**config.mk**
```make
export PLATFORM = sky130hd
export DESIGN_NAME = display_driver_serial_link
export DESIGN_NICKNAME = d
export VERILOG_FILES = /design/src/rtl/core/ddsl_pkg.sv /design/src/rtl/core/ddsl_in_stage.sv /design/src/rtl/core/ddsl_engine.sv /design/src/rtl/core/display_driver_serial_link.sv
export SDC_FILE = /design/constraint.sdc
export NUM_CORES = 1
export LEC_CHECK = 0
export ABC_AREA = 0
export BUFFER_PORTS_ARGS = -buffer_cell sky130_fd_sc_hd__buf_2
export CAP_MARGIN = 20
export CORE_ASPECT_RATIO = 1.2
export CORE_UTILIZATION = 56
export CTS_CLUSTER_DIAMETER = 50
export DETAILED_ROUTE_END_ITERATION = 8
export PLACE_DENSITY = 0.85
export SYNTH_ARGS = -nofsm -noshare
export SYNTH_HDL_FRONTEND = slang
export SYNTH_SLANG_ARGS = --single-unit
```
**constraint.sdc**
```tcl
create_clock -name clk_i -period 3.5 [get_ports clk_i]
set_input_delay 0.175 -clock clk_i [delete_from_list [all_inputs] [get_ports clk_i]]
set_output_delay 0.175 -clock clk_i [all_outputs]
set_load 0.01 [all_outputs]
```
**src/rtl/core/ddsl_pkg.sv**
```systemverilog
// Package for the display driver serial link master.
// Holds the item types, request codes and frame constants; depends on nothing.
`default_nettype none

package ddsl_pkg;

  localparam int unsigned KeyBytes = 4;
  localparam int unsigned KeyBits  = 8 * KeyBytes;
  localparam logic [5:0]  ReadLast = 6'(KeyBits - 1);

  localparam logic [7:0] AddrBase   = 8'(8'h03 << 6);
  localparam logic [7:0] ReadKeyCmd = 8'((8'h01 << 6) | (8'h01 << 1));
  localparam logic [3:0] AddrMask   = 4'hf;

  typedef enum logic [1:0] {
    CmdNone  = 2'd0,
    CmdSend  = 2'd1,
    CmdWrite = 2'd2,
    CmdKeys  = 2'd3
  } cmd_e;

  typedef struct packed {
    logic [1:0] cmd;
    logic [7:0] command_byte;
    logic [3:0] display_address;
    logic [7:0] display_data;
    logic       dio_in;
  } in_item_t;

  typedef struct packed {
    logic        stb;
    logic        clk_res;
    logic        dio_out;
    logic        dio_drive;
    logic        busy_res;
    logic        key_valid;
    logic [31:0] key_data;
  } out_item_t;

  typedef struct packed {
    logic     valid;
    in_item_t item;
  } held_t;

endpackage

`default_nettype wire

```
**src/rtl/core/ddsl_in_stage.sv**
```systemverilog
// Input register of the serial link master.
// Holds one accepted item until the frame engine takes it; uses ddsl_pkg.
`default_nettype none

module ddsl_in_stage (
  input  wire                  clk_i,
  input  wire                  rst_ni,
  input  wire                  in_valid_i,
  output logic                 in_ready_o,
  input  ddsl_pkg::in_item_t   in_item_i,
  input  wire                  take_i,
  output ddsl_pkg::held_t      held_o
);

  logic               valid_q;
  ddsl_pkg::in_item_t item_q;

  assign in_ready_o = !valid_q || take_i;

  always_ff @(posedge clk_i or negedge rst_ni) begin
    if (!rst_ni) begin
      valid_q <= 1'b0;
    end else if (in_ready_o) begin
      valid_q <= in_valid_i;
    end
  end

  always_ff @(posedge clk_i) begin
    if (in_ready_o && in_valid_i) begin
      item_q <= in_item_i;
    end
  end

  assign held_o.valid = valid_q;
  assign held_o.item  = item_q;

endmodule

`default_nettype wire

```
**src/rtl/core/ddsl_engine.sv**
```systemverilog
// Frame engine of the serial link master: frame state, one tick of pin
// waveform per item, and the result register. Uses ddsl_pkg.
`default_nettype none

module ddsl_engine (
  input  wire                  clk_i,
  input  wire                  rst_ni,
  input  ddsl_pkg::held_t      held_i,
  output logic                 take_o,
  output logic                 out_valid_o,
  input  wire                  out_ready_i,
  output ddsl_pkg::out_item_t  out_item_o
);

  logic [1:0]  kind_q, kind_d;
  logic [5:0]  bit_q, bit_d;
  logic        phase_q, phase_d;
  logic [15:0] oshift_q, oshift_d;
  logic [31:0] ishift_q, ishift_d;
  logic        reading_q, reading_d;
  logic        closing_q, closing_d;
  logic        out_valid_q;
  ddsl_pkg::out_item_t out_q, res;

  logic        start;
  logic [1:0]  k;
  logic [5:0]  b;
  logic        ph, rd, cl;
  logic [15:0] os;
  logic [31:0] is;
  logic [5:0]  last;

  assign take_o = held_i.valid && (!out_valid_q || out_ready_i);

  always_comb begin
    start = (kind_q == ddsl_pkg::CmdNone) && (held_i.item.cmd != ddsl_pkg::CmdNone);
    k  = start ? held_i.item.cmd : kind_q;
    b  = start ? 6'd0 : bit_q;
    ph = start ? 1'b0 : phase_q;
    rd = start ? 1'b0 : reading_q;
    cl = start ? 1'b0 : closing_q;
    is = start ? 32'd0 : ishift_q;
    os = oshift_q;
    if (start) begin
      case (held_i.item.cmd)
        ddsl_pkg::CmdSend:  os = {8'd0, held_i.item.command_byte};
        ddsl_pkg::CmdWrite: os = {held_i.item.display_data,
                                  {4'd0, held_i.item.display_address & ddsl_pkg::AddrMask}
                                  | ddsl_pkg::AddrBase};
        default:            os = {8'd0, ddsl_pkg::ReadKeyCmd};
      endcase
    end
    last = (k == ddsl_pkg::CmdWrite) ? 6'd15 : 6'd7;

    kind_d    = k;
    bit_d     = b;
    phase_d   = ph;
    reading_d = rd;
    closing_d = cl;
    oshift_d  = os;
    ishift_d  = is;

    res.stb       = 1'b1;
    res.clk_res   = 1'b1;
    res.dio_out   = 1'b1;
    res.dio_drive = 1'b1;
    res.busy_res  = 1'b0;
    res.key_valid = 1'b0;
    res.key_data  = 32'd0;

    if (k != ddsl_pkg::CmdNone) begin
      res.busy_res = 1'b1;
      if (cl) begin
        if (k == ddsl_pkg::CmdKeys) begin
          res.key_valid = 1'b1;
          res.key_data  = is;
        end
        kind_d    = ddsl_pkg::CmdNone;
        closing_d = 1'b0;
        reading_d = 1'b0;
        bit_d     = 6'd0;
        phase_d   = 1'b0;
      end else begin
        res.stb = 1'b0;
        if (rd) begin
          res.dio_drive = 1'b0;
        end else begin
          res.dio_out = os[b[3:0]];
        end
        if (!ph) begin
          res.clk_res = 1'b0;
          phase_d     = 1'b1;
        end else begin
          phase_d = 1'b0;
          if (rd) begin
            if (!b[5]) begin
              ishift_d[b[4:0]] = is[b[4:0]] | held_i.item.dio_in;
            end
            if (b >= ddsl_pkg::ReadLast) begin
              closing_d = 1'b1;
            end else begin
              bit_d = b + 6'd1;
            end
          end else if (b >= last) begin
            bit_d = 6'd0;
            if (k == ddsl_pkg::CmdKeys) begin
              reading_d = 1'b1;
            end else begin
              closing_d = 1'b1;
            end
          end else begin
            bit_d = b + 6'd1;
          end
        end
      end
    end
  end

  always_ff @(posedge clk_i or negedge rst_ni) begin
    if (!rst_ni) begin
      kind_q      <= ddsl_pkg::CmdNone;
      bit_q       <= 6'd0;
      phase_q     <= 1'b0;
      reading_q   <= 1'b0;
      closing_q   <= 1'b0;
      oshift_q    <= 16'd0;
      ishift_q    <= 32'd0;
      out_valid_q <= 1'b0;
    end else begin
      if (take_o) begin
        kind_q    <= kind_d;
        bit_q     <= bit_d;
        phase_q   <= phase_d;
        reading_q <= reading_d;
        closing_q <= closing_d;
        oshift_q  <= oshift_d;
        ishift_q  <= ishift_d;
      end
      if (take_o) begin
        out_valid_q <= 1'b1;
      end else if (out_ready_i) begin
        out_valid_q <= 1'b0;
      end
    end
  end

  always_ff @(posedge clk_i) begin
    if (take_o) begin
      out_q <= res;
    end
  end

  assign out_valid_o = out_valid_q;
  assign out_item_o  = out_q;

endmodule

`default_nettype wire

```
**src/rtl/core/display_driver_serial_link.sv**
```systemverilog
// Top level of the display driver serial link master.
// Joins the input register and the frame engine; uses ddsl_pkg.
//
//   Channel   Signals                                Carries
//   in        in_valid_i, in_ready_o, in_item_i      one tick with optional request
//   out       out_valid_o, out_ready_i, out_item_o   pin levels and key data of that tick
//
// One item is taken every cycle when the result side keeps up.
// An item accepted into the input register enters the result register when the engine takes it.
// The frame state advances only when an item moves into the result register.
// Reset returns the link to idle with no item held on either side.
// A stall on the output holds the result and fills the input register, then
// drops in_ready_o.
`default_nettype none

module display_driver_serial_link (
  input  wire                  clk_i,
  input  wire                  rst_ni,
  input  wire                  in_valid_i,
  output logic                 in_ready_o,
  input  ddsl_pkg::in_item_t   in_item_i,
  output logic                 out_valid_o,
  input  wire                  out_ready_i,
  output ddsl_pkg::out_item_t  out_item_o
);

  ddsl_pkg::held_t held;
  logic            take;

  ddsl_in_stage u_in_stage (
    .clk_i      (clk_i),
    .rst_ni     (rst_ni),
    .in_valid_i (in_valid_i),
    .in_ready_o (in_ready_o),
    .in_item_i  (in_item_i),
    .take_i     (take),
    .held_o     (held)
  );

  ddsl_engine u_engine (
    .clk_i       (clk_i),
    .rst_ni      (rst_ni),
    .held_i      (held),
    .take_o      (take),
    .out_valid_o (out_valid_o),
    .out_ready_i (out_ready_i),
    .out_item_o  (out_item_o)
  );

endmodule

`default_nettype wire

```
==> out/qor.yml <==
cells_and_area:
  mostFrequentLayoutCells: "68 x nand2_1, 66 x buf_2, 61 x dfrtp_1, 61 x edfxtp_1, 40 x and2_1"
  multi_input_area_mm2: 0.002399
  ff_latch_area_mm2: 0.003358
  n_fill_cell: 729
  nets: 678
  finish.instance_area_mm2: 0.007269
  instances_no_fill: 782
  antenna_cells_inserted: 0
  final_layout_size_suffix_gt1_frac: 0.2180
  syn2layout_area_growth_pct: 22.29
  fin_util: 0.7155
  final_common_cell: "nand2_1"
route:
  drt_first_iter_violations: 396
  wl_mm: 15.99
  first_pass_iters: 5
  viasPerCell: 6.324
  route.detailed.drc: 0
  wl_per_cell_um: 20.45
  vias: 4945
  final_antenna_net_count: 0
run:
  maxCapViolations: 0
worst_setup_path:
  endpoint_kind: "flip-flop"
  crit_fanout: 11
  cp_num_buf_inv: 2
  startpoint_type: "flip-flop"
  path_cells: "inv_1, ha_1, or3_1, nand2_1, inv_1, ha_1, nor3b_1, a41oi_1, o21ai_0, o31ai_1"
  required_ps: 3790
  critPathMaxStageDelay_ps: 640
  reg2reg_to: "u_engine.ishift_q[31]"
  slowest_stage: "nor3b_1"
  r2r_start: "u_in_stage.held_o[21]"
  arrival_ps: 3480
  critPathKind: "reg2reg"
  rrSetupSlack_ps: 300
  reg2reg_depth: 10
  path_delay_family: "simple AND/OR/NAND/NOR gates"
sta:
  tns_ps: 0
  finalCriticalPeriod_ps: 3196
  setup_viol: 0
  hold_viol_final: 0
  hold_slack_ps: 57.98
  rsz0062_at_grt: "no"
  finClkSkew_ps: 9.290
  fin_crit_sh: 0.9132
  timing.fmax_mhz: 312.9
  maxSlewViolCount: 0
  tightest_slew_ps: 948.0
  slew_headroom: 0.3680
yosys:
  synth-edff-count: 61
  ys_ff_latch: 122
  ys_seq_area_frac: 0.5649
  postSynthCellCount: 543
  avgSynthCellArea_um2: 10.95
  async_reset_ff_frac: 0.5000
  ys_warn_count: 0
  synth_fp_nets: 578
  synth_cell_types: 58
  synth-main-ff-cell: "edfxtp_1"
  synth_top_area_frac: 0.3081
  syn_area_mm2: 0.005944
  synth.area.top_cells: "edfxtp_1 31%, dfrtp_1 26%, nand2_1 4.3%"
  synth_area_leader_cell: "edfxtp_1"
placed_design:
  detailed_place_hpwl_mm: 10.39
  dpl_cell_area_mm2: 0.006451
  port-buffer-count: 66
  dp.cells: 725
  gp_congestion: 0.9871
global_routing:
  grt_max_degree: 40
  antenna_found_initial: 0
  grt_pass1_vias: 5057
  overflow: 0
  grt_use_total: 0.3199
  grt_pass1_wl_mm: 25.88
min_path:
  min_to: "u_engine.out_valid_o"
  hp-class: "in2reg"
  worstHoldStart: "out_ready_i"
  whs_path_depth: 3
clocking:
  cts_tree: "built"
  clk_latency_ps: 420
  cts_buffers: 17
  cts_sinks: 122
  post_cts_buffers: 0
  clockBufferDepth: 2
  cts-root-buf: "clkbuf_16"
  h-tree-depth: 4
  cts.clk_slew.worst_paths_ps: 60
floorplan:
  ioPinCount: 67
  start_util: 0.5851
  die_area_mm2: 0.01103
  core_region_area_mm2: 0.01016
  chipWidth_um: 96.05
  rows: 40
  die_y_um: 114.9
power:
  powerDensity_mw_per_mm2: 742.1
  p_leak_nw: 2.997
  vdd_drop_max_mv: 0.5002
status:
  outcome: "completed"
## layout make-up
class / count / area share
flip-flops and latches: 122 / 0.4620
multi-input cells: 379 / 0.3299
repair buffers: 115 / 0.1046
clock buffers: 19 / 0.05955
well taps: 126 / 0.02169
clock inverters: 13 / 0.01807
inverters: 8 / 0.004131
## power breakdown
group	switching [mW]	internal, mW	total (mW)	leakage (nW)
clock network	0.642	1.04	1.68	0.254
logic	1.08	0.630	1.71	1.33
registers	0.238	1.76	2.00	1.41
## sequential cells by signal (all words and copies together), names as in the netlist, 2 cells and up
| name | count |
|---|---|
| u_engine.kind_q | 2 |
| u_engine.bit_q | 6 |
| u_in_stage.held_o | 23 |
| u_engine.ishift_q | 32 |
| u_engine.out_item_o | 38 |
| u_engine.oshift_q | 16 |
## metal layers
layer	vias up	part of all wire	GRT usage
li1	2224	-	-
met1	2389	0.37	0.3659
met2	262	0.53	0.5518
met3	70	0.056	0.06481
met4	0	0.047	0.1811
met5	-	0	0
## kinds of logic (layout without fill, tap and decap cells)
kind of cell,count (synthesis),after routing,share of synthesized area
and+or+nand+nor,207,207,0.1743
AOI/OAI and AO/OA,143,143,0.1612
DFF,122,122,0.5649
buffers and inverters,42,155,0.03220
muxes,21,21,0.05052
adders and majority gates,8,8,0.01684
## metrics by stage
step	setup slack [ps]	total power, mW
floorplan	539.8	3.089
global placement	455.6	3.611
detailed placement	373.3	3.654
CTS	346.1	5.352
global route	127.2	5.667
finish	303.9	5.395
## cell usage after synthesis, drive strengths merged (3+ instances only)
cell / n
mux2i: 12
a41oi: 3
mux4: 7
or2: 4
a21oi: 30
edfxtp: 61
a32oi: 7
nor3b: 3
and2: 41
o311ai: 5
o21ai: 44
a31o: 3
or3: 4
o31ai: 10
a32o: 4
nand3: 18
inv: 8
ha: 8
nor2b: 3
nand3b: 3
a22oi: 6
dfrtp: 61
buf: 8
nand2: 68
clkbuf: 26
a31oi: 3
a2111oi: 3
nor2: 28
a211oi: 5
nand2b: 5
and3: 5
nor3: 16
nor4: 5
## how the worst max path moves through the flow
stage	startpoint	endpoint	slack [ps]	cells after the start
floorplan	u_in_stage.held_o[21]	u_engine.bit_q[3]	540	14
global placement	u_in_stage.held_o[21]	u_engine.bit_q[3]	460	11
detailed placement	u_in_stage.held_o[21]	u_engine.bit_q[3]	370	11
CTS	u_in_stage.held_o[21]	u_engine.bit_q[3]	350	11
global route	u_in_stage.held_o[21]	u_engine.bit_q[3]	130	12
finish	u_in_stage.held_o[21]	u_engine.ishift_q[31]	300	10
## worst register-to-register path, stage by stage, from the launching register on
cell	delay, ps
edfxtp_1	430
inv_1	140
ha_1	350
or3_1	370
nand2_1	190
inv_1	120
ha_1	260
nor3b_1	640
a41oi_1	250
o21ai_0	210
o31ai_1	110
## repair_timing
action | 4_1_cts | 5_1_grt
hold buffers | 25 | 0
hold endpoints to repair | 62 | 0
gates resized for setup | 0 | 1
setup endpoints to repair | 0 | 1
(Power assumes the default switching activity.)
